<file path="src/design/dcrm_pkg.sv">
// Shared types and constants for the changed-cell rectangle merger.
// No dependencies; imported by dcrm_ctrl and dirty_cell_rectangle_merger.
package dcrm_pkg;

    localparam int COLS_DEF = 32;
    localparam int ROWS_DEF = 24;

    // printable range that marks a cell
    localparam logic [7:0] CODE_MIN = 8'd32;
    localparam logic [7:0] CODE_MAX = 8'd127;

    localparam logic FUNC_WRITE = 1'b0;
    localparam logic FUNC_TAKE  = 1'b1;

    typedef enum logic [3:0] {
        S_IDLE,
        S_WR,
        S_SCAN,
        S_FIND,
        S_DOWN,
        S_SHIFT,
        S_COUNT,
        S_MASK,
        S_CLR,
        S_DONE
    } t_state;

    typedef struct packed {
        logic       found;
        logic [4:0] x;
        logic [4:0] y;
        logic [5:0] w;
        logic [4:0] h;
    } t_rect;

endpackage

</file>
<file path="src/design/dcrm_ram.sv">
// Generic simple dual-port RAM: one write port, one read port, registered read.
// No dependencies.
module dcrm_ram #(
    parameter int WIDTH = 32,
    parameter int DEPTH = 24
) (
    input  logic                     i_clk,
    input  logic                     i_we,
    input  logic [$clog2(DEPTH)-1:0] i_waddr,
    input  logic [WIDTH-1:0]         i_wdata,
    input  logic                     i_re,
    input  logic [$clog2(DEPTH)-1:0] i_raddr,
    output logic [WIDTH-1:0]         o_rdata
);

    logic [WIDTH-1:0] r_mem [DEPTH];
    logic [WIDTH-1:0] r_rdata;

    always_ff @(posedge i_clk) begin
        if (i_we) begin
            r_mem[i_waddr] <= i_wdata;
        end
        if (i_re) begin
            r_rdata <= r_mem[i_raddr];
        end
    end

    assign o_rdata = r_rdata;

endmodule

</file>
<file path="src/design/dcrm_ctrl.sv">
// Sequencer for the merger: marks cells, scans the row memory, grows the
// rectangle and clears it. Depends on dcrm_pkg; drives one dcrm_ram.
module dcrm_ctrl
    import dcrm_pkg::*;
#(
    parameter int COLS = COLS_DEF,
    parameter int ROWS = ROWS_DEF
) (
    input  logic                    i_clk,
    input  logic                    i_rst_n,
    input  logic                    i_valid,
    input  logic                    i_func,
    input  logic [4:0]              i_col,
    input  logic [4:0]              i_row,
    input  logic [7:0]              i_code,
    output logic                    o_stall,
    output logic                    o_res_valid,
    output t_rect                   o_res,
    input  logic                    i_res_ready,
    output logic                    o_we,
    output logic [$clog2(ROWS)-1:0] o_waddr,
    output logic [COLS-1:0]         o_wdata,
    output logic                    o_re,
    output logic [$clog2(ROWS)-1:0] o_raddr,
    input  logic [COLS-1:0]         i_rdata
);

    localparam int CW = $clog2(COLS);
    localparam int RW = $clog2(ROWS);
    localparam int WW = $clog2(COLS + 1);
    localparam int HW = $clog2(ROWS + 1);
    localparam logic [RW-1:0] LAST_ROW = RW'(ROWS - 1);

    t_state          r_state, n_state;
    logic [ROWS-1:0] r_valid, n_valid;
    logic [RW-1:0]   r_row, n_row;
    logic [RW-1:0]   r_y, n_y;
    logic [RW-1:0]   r_ylast, n_ylast;
    logic [CW-1:0]   r_x, n_x;
    logic [WW-1:0]   r_w, n_w;
    logic [HW-1:0]   r_h, n_h;
    logic            r_found, n_found;
    logic [COLS-1:0] r_acc, n_acc;
    logic [COLS-1:0] r_mask, n_mask;

    logic [COLS-1:0] rd;
    logic [COLS-1:0] col_bit;
    logic [CW-1:0]   first_set;
    logic [WW-1:0]   run_len;
    logic [COLS-1:0] rect_mask;
    logic            mark_ok;

    // rows never written read as zero
    assign rd = r_valid[r_row] ? i_rdata : '0;

    assign mark_ok = (i_code >= CODE_MIN) && (i_code <= CODE_MAX)
                  && (7'(i_col) < 7'(COLS)) && (7'(i_row) < 7'(ROWS));

    always_comb begin
        col_bit = '0;
        for (int j = 0; j < COLS; j++) begin
            col_bit[j] = (CW'(j) == r_x);
        end
    end

    always_comb begin
        first_set = '0;
        for (int i = COLS - 1; i >= 0; i--) begin
            if (r_acc[i]) begin
                first_set = CW'(i);
            end
        end
    end

    // trailing ones of the shifted column AND
    always_comb begin
        run_len = WW'(COLS);
        for (int i = COLS - 1; i >= 0; i--) begin
            if (!r_acc[i]) begin
                run_len = WW'(i);
            end
        end
    end

    always_comb begin
        for (int i = 0; i < COLS; i++) begin
            rect_mask[i] = (i >= int'(r_x)) && (i < int'(r_x) + int'(r_w));
        end
    end

    always_comb begin
        n_state = r_state;
        n_valid = r_valid;
        n_row   = r_row;
        n_y     = r_y;
        n_ylast = r_ylast;
        n_x     = r_x;
        n_w     = r_w;
        n_h     = r_h;
        n_found = r_found;
        n_acc   = r_acc;
        n_mask  = r_mask;
        o_we    = 1'b0;
        o_waddr = r_row;
        o_wdata = '0;
        o_re    = 1'b0;
        o_raddr = r_row;
        o_stall = 1'b1;
        o_res_valid = 1'b0;

        unique case (r_state)
            S_IDLE: begin
                o_stall = 1'b0;
                if (i_valid) begin
                    if (i_func == FUNC_TAKE) begin
                        n_found = 1'b0;
                        n_x     = '0;
                        n_y     = '0;
                        n_w     = '0;
                        n_h     = '0;
                        n_row   = '0;
                        o_re    = 1'b1;
                        o_raddr = '0;
                        n_state = S_SCAN;
                    end else if (mark_ok) begin
                        n_row   = RW'(i_row);
                        n_x     = CW'(i_col);
                        o_re    = 1'b1;
                        o_raddr = RW'(i_row);
                        n_state = S_WR;
                    end
                end
            end
            S_WR: begin
                o_we    = 1'b1;
                o_wdata = rd | col_bit;
                n_valid[r_row] = 1'b1;
                n_state = S_IDLE;
            end
            S_SCAN: begin
                if (rd != '0) begin
                    n_found = 1'b1;
                    n_y     = r_row;
                    n_ylast = r_row;
                    n_acc   = rd;
                    n_state = S_FIND;
                end else if (r_row == LAST_ROW) begin
                    n_state = S_DONE;
                end else begin
                    n_row   = r_row + 1'b1;
                    o_re    = 1'b1;
                    o_raddr = r_row + 1'b1;
                end
            end
            S_FIND: begin
                n_x = first_set;
                n_h = HW'(1);
                if (r_y == LAST_ROW) begin
                    n_state = S_SHIFT;
                end else begin
                    n_row   = r_y + 1'b1;
                    o_re    = 1'b1;
                    o_raddr = r_y + 1'b1;
                    n_state = S_DOWN;
                end
            end
            S_DOWN: begin
                if (rd[r_x]) begin
                    n_acc   = r_acc & rd;
                    n_h     = r_h + 1'b1;
                    n_ylast = r_row;
                    if (r_row == LAST_ROW) begin
                        n_state = S_SHIFT;
                    end else begin
                        n_row   = r_row + 1'b1;
                        o_re    = 1'b1;
                        o_raddr = r_row + 1'b1;
                    end
                end else begin
                    n_state = S_SHIFT;
                end
            end
            S_SHIFT: begin
                n_acc   = r_acc >> r_x;
                n_state = S_COUNT;
            end
            S_COUNT: begin
                n_w     = run_len;
                n_state = S_MASK;
            end
            S_MASK: begin
                n_mask  = rect_mask;
                n_row   = r_y;
                o_re    = 1'b1;
                o_raddr = r_y;
                n_state = S_CLR;
            end
            S_CLR: begin
                o_we    = 1'b1;
                o_wdata = rd & ~r_mask;
                n_valid[r_row] = 1'b1;
                if (r_row == r_ylast) begin
                    n_state = S_DONE;
                end else begin
                    n_row   = r_row + 1'b1;
                    o_re    = 1'b1;
                    o_raddr = r_row + 1'b1;
                end
            end
            S_DONE: begin
                o_res_valid = 1'b1;
                if (i_res_ready) begin
                    n_state = S_IDLE;
                end
            end
            default: begin
                n_state = S_IDLE;
            end
        endcase
    end

    assign o_res.found = r_found;
    assign o_res.x     = 5'(r_x);
    assign o_res.y     = 5'(r_y);
    assign o_res.w     = 6'(r_w);
    assign o_res.h     = 5'(r_h);

    always_ff @(posedge i_clk) begin
        if (!i_rst_n) begin
            r_state <= S_IDLE;
            r_valid <= '0;
        end else begin
            r_state <= n_state;
            r_valid <= n_valid;
        end
    end

    always_ff @(posedge i_clk) begin
        r_row   <= n_row;
        r_y     <= n_y;
        r_ylast <= n_ylast;
        r_x     <= n_x;
        r_w     <= n_w;
        r_h     <= n_h;
        r_found <= n_found;
        r_acc   <= n_acc;
        r_mask  <= n_mask;
    end

endmodule

</file>
<file path="src/design/dirty_cell_rectangle_merger.sv">
// Changed-cell rectangle merger: a write request marks one screen cell when its
// code is printable (32..127) and the cell lies inside the map; a take request
// returns and clears the first changed rectangle in row-major order, or found=0
// when nothing is marked. The map lives in a ROWS x COLS row memory read and
// written one row a cycle. A marking write reads the row and writes it back with
// the cell set; an ignored write leaves the map as it is. A take scans rows to
// the first marked one, grows the rectangle down, finds its width, then reads
// and clears its rows through the single memory read port. Reset clears the map
// at once through per-row valid bits. One result waits in the output register
// while new requests are taken. Depends on dcrm_pkg, dcrm_ctrl and dcrm_ram.
module dirty_cell_rectangle_merger
    import dcrm_pkg::*;
#(
    parameter int COLS = COLS_DEF,
    parameter int ROWS = ROWS_DEF
) (
    input  logic       i_clk,
    input  logic       i_rst_n,
    input  logic       i_valid,
    output logic       o_stall,
    input  logic       i_func,
    input  logic [4:0] i_col,
    input  logic [4:0] i_row,
    input  logic [7:0] i_code,
    output logic       o_valid,
    input  logic       i_stall,
    output logic       o_found,
    output logic [4:0] o_rect_x,
    output logic [4:0] o_rect_y,
    output logic [5:0] o_rect_width,
    output logic [4:0] o_rect_height
);

    localparam int RW = $clog2(ROWS);

    logic            we, re;
    logic [RW-1:0]   waddr, raddr;
    logic [COLS-1:0] wdata, rdata;
    logic            res_valid, res_ready;
    t_rect           res;

    logic            r_ovalid, n_ovalid;
    t_rect           r_out, n_out;

    dcrm_ctrl #(
        .COLS(COLS),
        .ROWS(ROWS)
    ) u_ctrl (
        .i_clk       (i_clk),
        .i_rst_n     (i_rst_n),
        .i_valid     (i_valid),
        .i_func      (i_func),
        .i_col       (i_col),
        .i_row       (i_row),
        .i_code      (i_code),
        .o_stall     (o_stall),
        .o_res_valid (res_valid),
        .o_res       (res),
        .i_res_ready (res_ready),
        .o_we        (we),
        .o_waddr     (waddr),
        .o_wdata     (wdata),
        .o_re        (re),
        .o_raddr     (raddr),
        .i_rdata     (rdata)
    );

    dcrm_ram #(
        .WIDTH(COLS),
        .DEPTH(ROWS)
    ) u_map (
        .i_clk   (i_clk),
        .i_we    (we),
        .i_waddr (waddr),
        .i_wdata (wdata),
        .i_re    (re),
        .i_raddr (raddr),
        .o_rdata (rdata)
    );

    // output register takes a new result when empty or when its result is taken
    assign res_ready = !r_ovalid || !i_stall;

    always_comb begin
        n_ovalid = r_ovalid;
        n_out    = r_out;
        if (r_ovalid && !i_stall) begin
            n_ovalid = 1'b0;
        end
        if (res_valid && res_ready) begin
            n_ovalid = 1'b1;
            n_out    = res;
        end
    end

    always_ff @(posedge i_clk) begin
        if (!i_rst_n) begin
            r_ovalid <= 1'b0;
        end else begin
            r_ovalid <= n_ovalid;
        end
    end

    always_ff @(posedge i_clk) begin
        r_out <= n_out;
    end

    assign o_valid       = r_ovalid;
    assign o_found       = r_out.found;
    assign o_rect_x      = r_out.x;
    assign o_rect_y      = r_out.y;
    assign o_rect_width  = r_out.w;
    assign o_rect_height = r_out.h;

endmodule
</file>
<file path="config.mk">
export PLATFORM = sky130hd
export DESIGN_NAME = dirty_cell_rectangle_merger
export DESIGN_NICKNAME = d
export VERILOG_FILES = /design/src/design/dcrm_pkg.sv /design/src/design/dcrm_ram.sv /design/src/design/dcrm_ctrl.sv /design/src/design/dirty_cell_rectangle_merger.sv
export SDC_FILE = /design/constraint.sdc
export NUM_CORES = 2
export LEC_CHECK = 0
export BUFFER_PORTS_ARGS = -buffer_cell sky130_fd_sc_hd__clkbuf_2
export CAP_MARGIN = 10
export CORE_ASPECT_RATIO = 1.25
export CORE_UTILIZATION = 60
export CTS_BUF_LIST = sky130_fd_sc_hd__clkbuf_4 sky130_fd_sc_hd__clkbuf_8
export CTS_CLUSTER_SIZE = 30
export DETAILED_ROUTE_END_ITERATION = 8
export PLACE_DENSITY = 0.87
export SYNTH_ARGS = -nofsm -noshare
export SYNTH_HDL_FRONTEND = slang
export SYNTH_HIERARCHICAL = 1
export SYNTH_SLANG_ARGS = --single-unit
</file>
<file path="constraint.sdc">
create_clock -name i_clk -period 8.8 [get_ports i_clk]
set_input_delay 0.44 -clock i_clk [delete_from_list [all_inputs] [get_ports i_clk]]
set_output_delay 0.44 -clock i_clk [all_outputs]
set_load 0.1 [all_outputs]
</file>
==> impl_metrics.yaml <==
run_status:
  status: "complete, no violations"
placement:
  post-place-ws_ns: 2.56
  place_congestion: 0.995
  portBuffers: 41
  dp_hpwl_um: 63200
  placed_area_um2: 42100
synthesis:
  yosys_most_used_dff: "edfxtp_1"
  synthSimpleGateAreaFrac_pct: 7.58
  synth_cell_type_count: 75
  synth.avg_cell_area_um2: 15.0
  yosys_warnings: 6
  synth_compound_area_share_pct: 7.14
  synth_xor_area_share_pct: 0.280
  synth_top_family_by_area: "multiplexers"
  synthAdderAreaFrac_pct: 0.387
  yosys-mux-area-fraction_pct: 13.2
  syn_inst: 2713
  synth_seq_cells: 947
  synth.cell_area_um2: 40700
  synth_seq_area_share_pct: 69.0
  synth_top_area_cell: "edfxtp_1"
  syn_nets: 2748
  synth-edff-count: 913
  synthArstFlopShare_pct: 0
  synth_top_cell_area_share_pct: 67.3
  synth_area_leaders: "edfxtp_1 67%, mux2i_1 6.5%, mux4_2 5.3%"
die:
  io_pins: 47
  die_h_um: 293
  dieWidth_um: 235
  rows: 106
  initial_core_util_pct: 60.8
  coreArea_um2: 67000
  die_area_um2: 68900
worst_setup_path:
  worstSetupEndpointType: "flip-flop"
  cp-start-kind: "flip-flop"
  worst-path-max-fanout: 52
  cp.arrival_ns: 6.82
  reg2reg_from: "u_ctrl/r_x[0]$_DFFE_PP_"
  critical_path_class: "reg2reg"
  crit_required_ns: 9.35
  setup.worst_path.start: "u_ctrl/r_x[0]$_DFFE_PP_"
finish:
  utilization_pct: 66.9
  fin_area_um2: 44800
  final_nets: 2840
  multiInputGateArea_um2: 11900
  syn_to_final_growth_pct: 9.95
  regArea_um2: 28100
  fill_cells: 4238
  layout-drive-gt1-share_pct: 18.4
global_route:
  first_global_vias: 25900
  antenna_found_initial: 2
  grt.total_usage_pct: 32.4
  grt_pass1_wl_um: 162000
  grt-ovfl-total: 0
  grt_max_degree: 73
routing:
  drt_wl_total_um: 111000
  via_per_inst: 6.93
  dr_total_vias: 26100
  dr.pass1.iters: 7
  ant_nets: 0
  post_drt_wl_per_cell_um: 29.5
  drt_iter0_drc: 3704
  drcViolationCount: 0
timing:
  setup_tns_ns: 0
  fin_crit_sh_pct: 71.2
  skew_ns: 0.0431
  setup_viol: 0
  worst_pin_slew_ns: 1.32
  max_freq_ghz: 0.160
  hold_viol: 0
  slew_violations: 0
  maxSlewHeadroom_pct: 11.7
  setup_ws_ns: 2.53
  rsz0062_at_grt: "false"
  timing.final.crit_period_ns: 6.27
power_and_ir_drop:
  internal_power_mw: 9.62
  switching_share_pct: 39.1
  net-switching-power_mw: 6.19
  p_clk_share_pct: 21.4
  irDropWorstVdd_mv: 0.315
  share_comb_of_total_power_pct: 41.3
  p_leak_nw: 14.0
  power_mw: 15.8
  powerDensity_nw_per_um2: 353
  seqPwrFrac_pct: 37.3
clock_tree:
  cts_sinks: 947
  cts_root_buffer: "clkbuf_8"
  numCtsBuffers: 138
  cts_max_path_buffers: 3
  cts_tree: "done"
  insertion_delay_ns: 0.82
  path_clk_slew_ns: 0.06
  cts.htree.levels: 4
min_path:
  hold_path.class: "in2reg"
  worstHoldStart: "i_row[3]"
job:
  maxCapViolCount: 0
## power groups by stage
| stage | sequential (mW) | combinational [mW] | clock [mW] |
|---|---|---|---|
| final | 5.90 | 6.53 | 3.39 |
| after global routing | 5.91 | 6.82 | 3.61 |
| after CTS | 5.88 | 6.40 | 3.42 |
| after detailed placement | 5.97 | 6.35 | 0 |
| after global placement | 5.95 | 6.14 | 0 |
| after floorplan | 5.71 | 4.75 | 0 |
## path summary, 6_finish.rpt
kind / end / slack (ns) / cells past startpoint
max: u_map/o_rdata[6]$_DFFE_PP_ / 2.53 / 15
min: u_ctrl/o_waddr[3]$_DFF_P_ / 0.12 / 3
max reg2reg: u_map/o_rdata[6]$_DFFE_PP_ / 2.53 / 15
min reg2reg: o_found$_DFFE_PP_ / 0.44 / 0
## flip-flops by register name, summed over array words and instances, names as in the netlist, 4 cells and up
signal          count
o_rect_height       5
o_rect_width        6
o_rect_x            5
o_rect_y            5
u_ctrl/o_waddr      5
u_ctrl/r_acc       32
u_ctrl/r_h          5
u_ctrl/r_mask      32
u_ctrl/r_state      4
u_ctrl/r_valid     24
u_ctrl/r_w          6
u_ctrl/r_x          5
u_ctrl/r_y          5
u_ctrl/r_ylast      5
u_map/o_rdata      32
u_map/r_mem       768
## what timing repair did
item	CTS	global route
setup endpoints to repair	0	0
hold buffers	8	0
buffers inserted	0	0
resized for setup	0	0
hold endpoints to repair	11	0
## final cells by class
class	instances	area share [%]
Sequential cell	947	62.8
Multi-Input combinational cell	1558	26.6
Clock buffer	187	5.16
Tap cell	864	2.41
Timing Repair Buffer	136	2.19
Clock inverter	50	0.654
Inverter	24	0.201
Antenna cell	1	0.00559
## layer usage
metal  share of wire (%)  vias up  GRT usage, %
met4                 6.1        2          19.3
met3                  11      431          6.72
met1                  34    12700          40.4
li1                    -    10800             -
met2                  48     2094          52.8
met5               0.020        -             0
## stage by stage
| stage | instances | hold WS, ns |
|---|---|---|
| after CTS | 3765 | 0.0601 |
| after floorplan | 2713 | 0.432 |
| after global routing | 3767 | 0.107 |
| final | 3767 | 0.117 |
| after global placement | 3520 | 0.409 |
| after detailed placement | 3520 | 0.406 |
## Yosys cell counts (11+ instances only)
cell and n:
edfxtp_1 913, mux2i_1 263, nand2_1 250, nor2_1 193
clkbuf_1 118, a21oi_1 103, mux4_2 96, a22oi_1 77
nand3_1 75, o21ai_0 74, mux2_2 44, nand4_1 43
o22ai_1 40, dfxtp_1 34, a31oi_1 26, nor3_1 25
a221oi_1 24, buf_2 24, nor2b_1 22, a211oi_1 21
inv_1 19, buf_6 16, a32o_1 15, buf_4 13
and2_1 12, buf_1 12, nand2b_1 12, nor4_1 12
ha_1 11
## placed cells by master (no fill, tap or decap), drive strengths merged, types with 77 or more instances in the layout
| cell type | synthesis | routed |
|---|---|---|
| a22oi | 77 | 77 |
| a21oi | 103 | 103 |
| mux4 | 99 | 99 |
| nor2 | 194 | 194 |
| nand2 | 250 | 250 |
| o21ai | 80 | 80 |
| buf | 66 | 86 |
| mux2i | 263 | 263 |
| edfxtp | 913 | 913 |
| clkbuf | 118 | 229 |
## logic make-up (layout without fill, tap and decap cells)
family                   after synthesis  in the layout
other                                  0              1
AO/OA/AOI/OAI                        442            442
adder cells (fa/ha/maj)               12             12
multiplexers                         406            406
AND/OR/NAND/NOR                      685            685
buffers and inverters                208            397
flip-flops                           947            947
XOR/XNOR                              13             13
## worst max-delay path: stages, from the launching register on
cell       delay (ns)
edfxtp_1         0.87
mux4_1           0.67
nor3_1           0.19
a2111oi_0        0.13
a31o_1           0.35
a32oi_4          0.35
o21ai_2          0.14
nand4bb_2        0.25
buf_4            0.35
a21oi_1          0.27
a211o_4          0.81
buf_4            0.47
mux4_2           0.55
mux2_2           0.29
nand2_1          0.08
nand3_1          0.10
(Power assumes the default switching activity.)
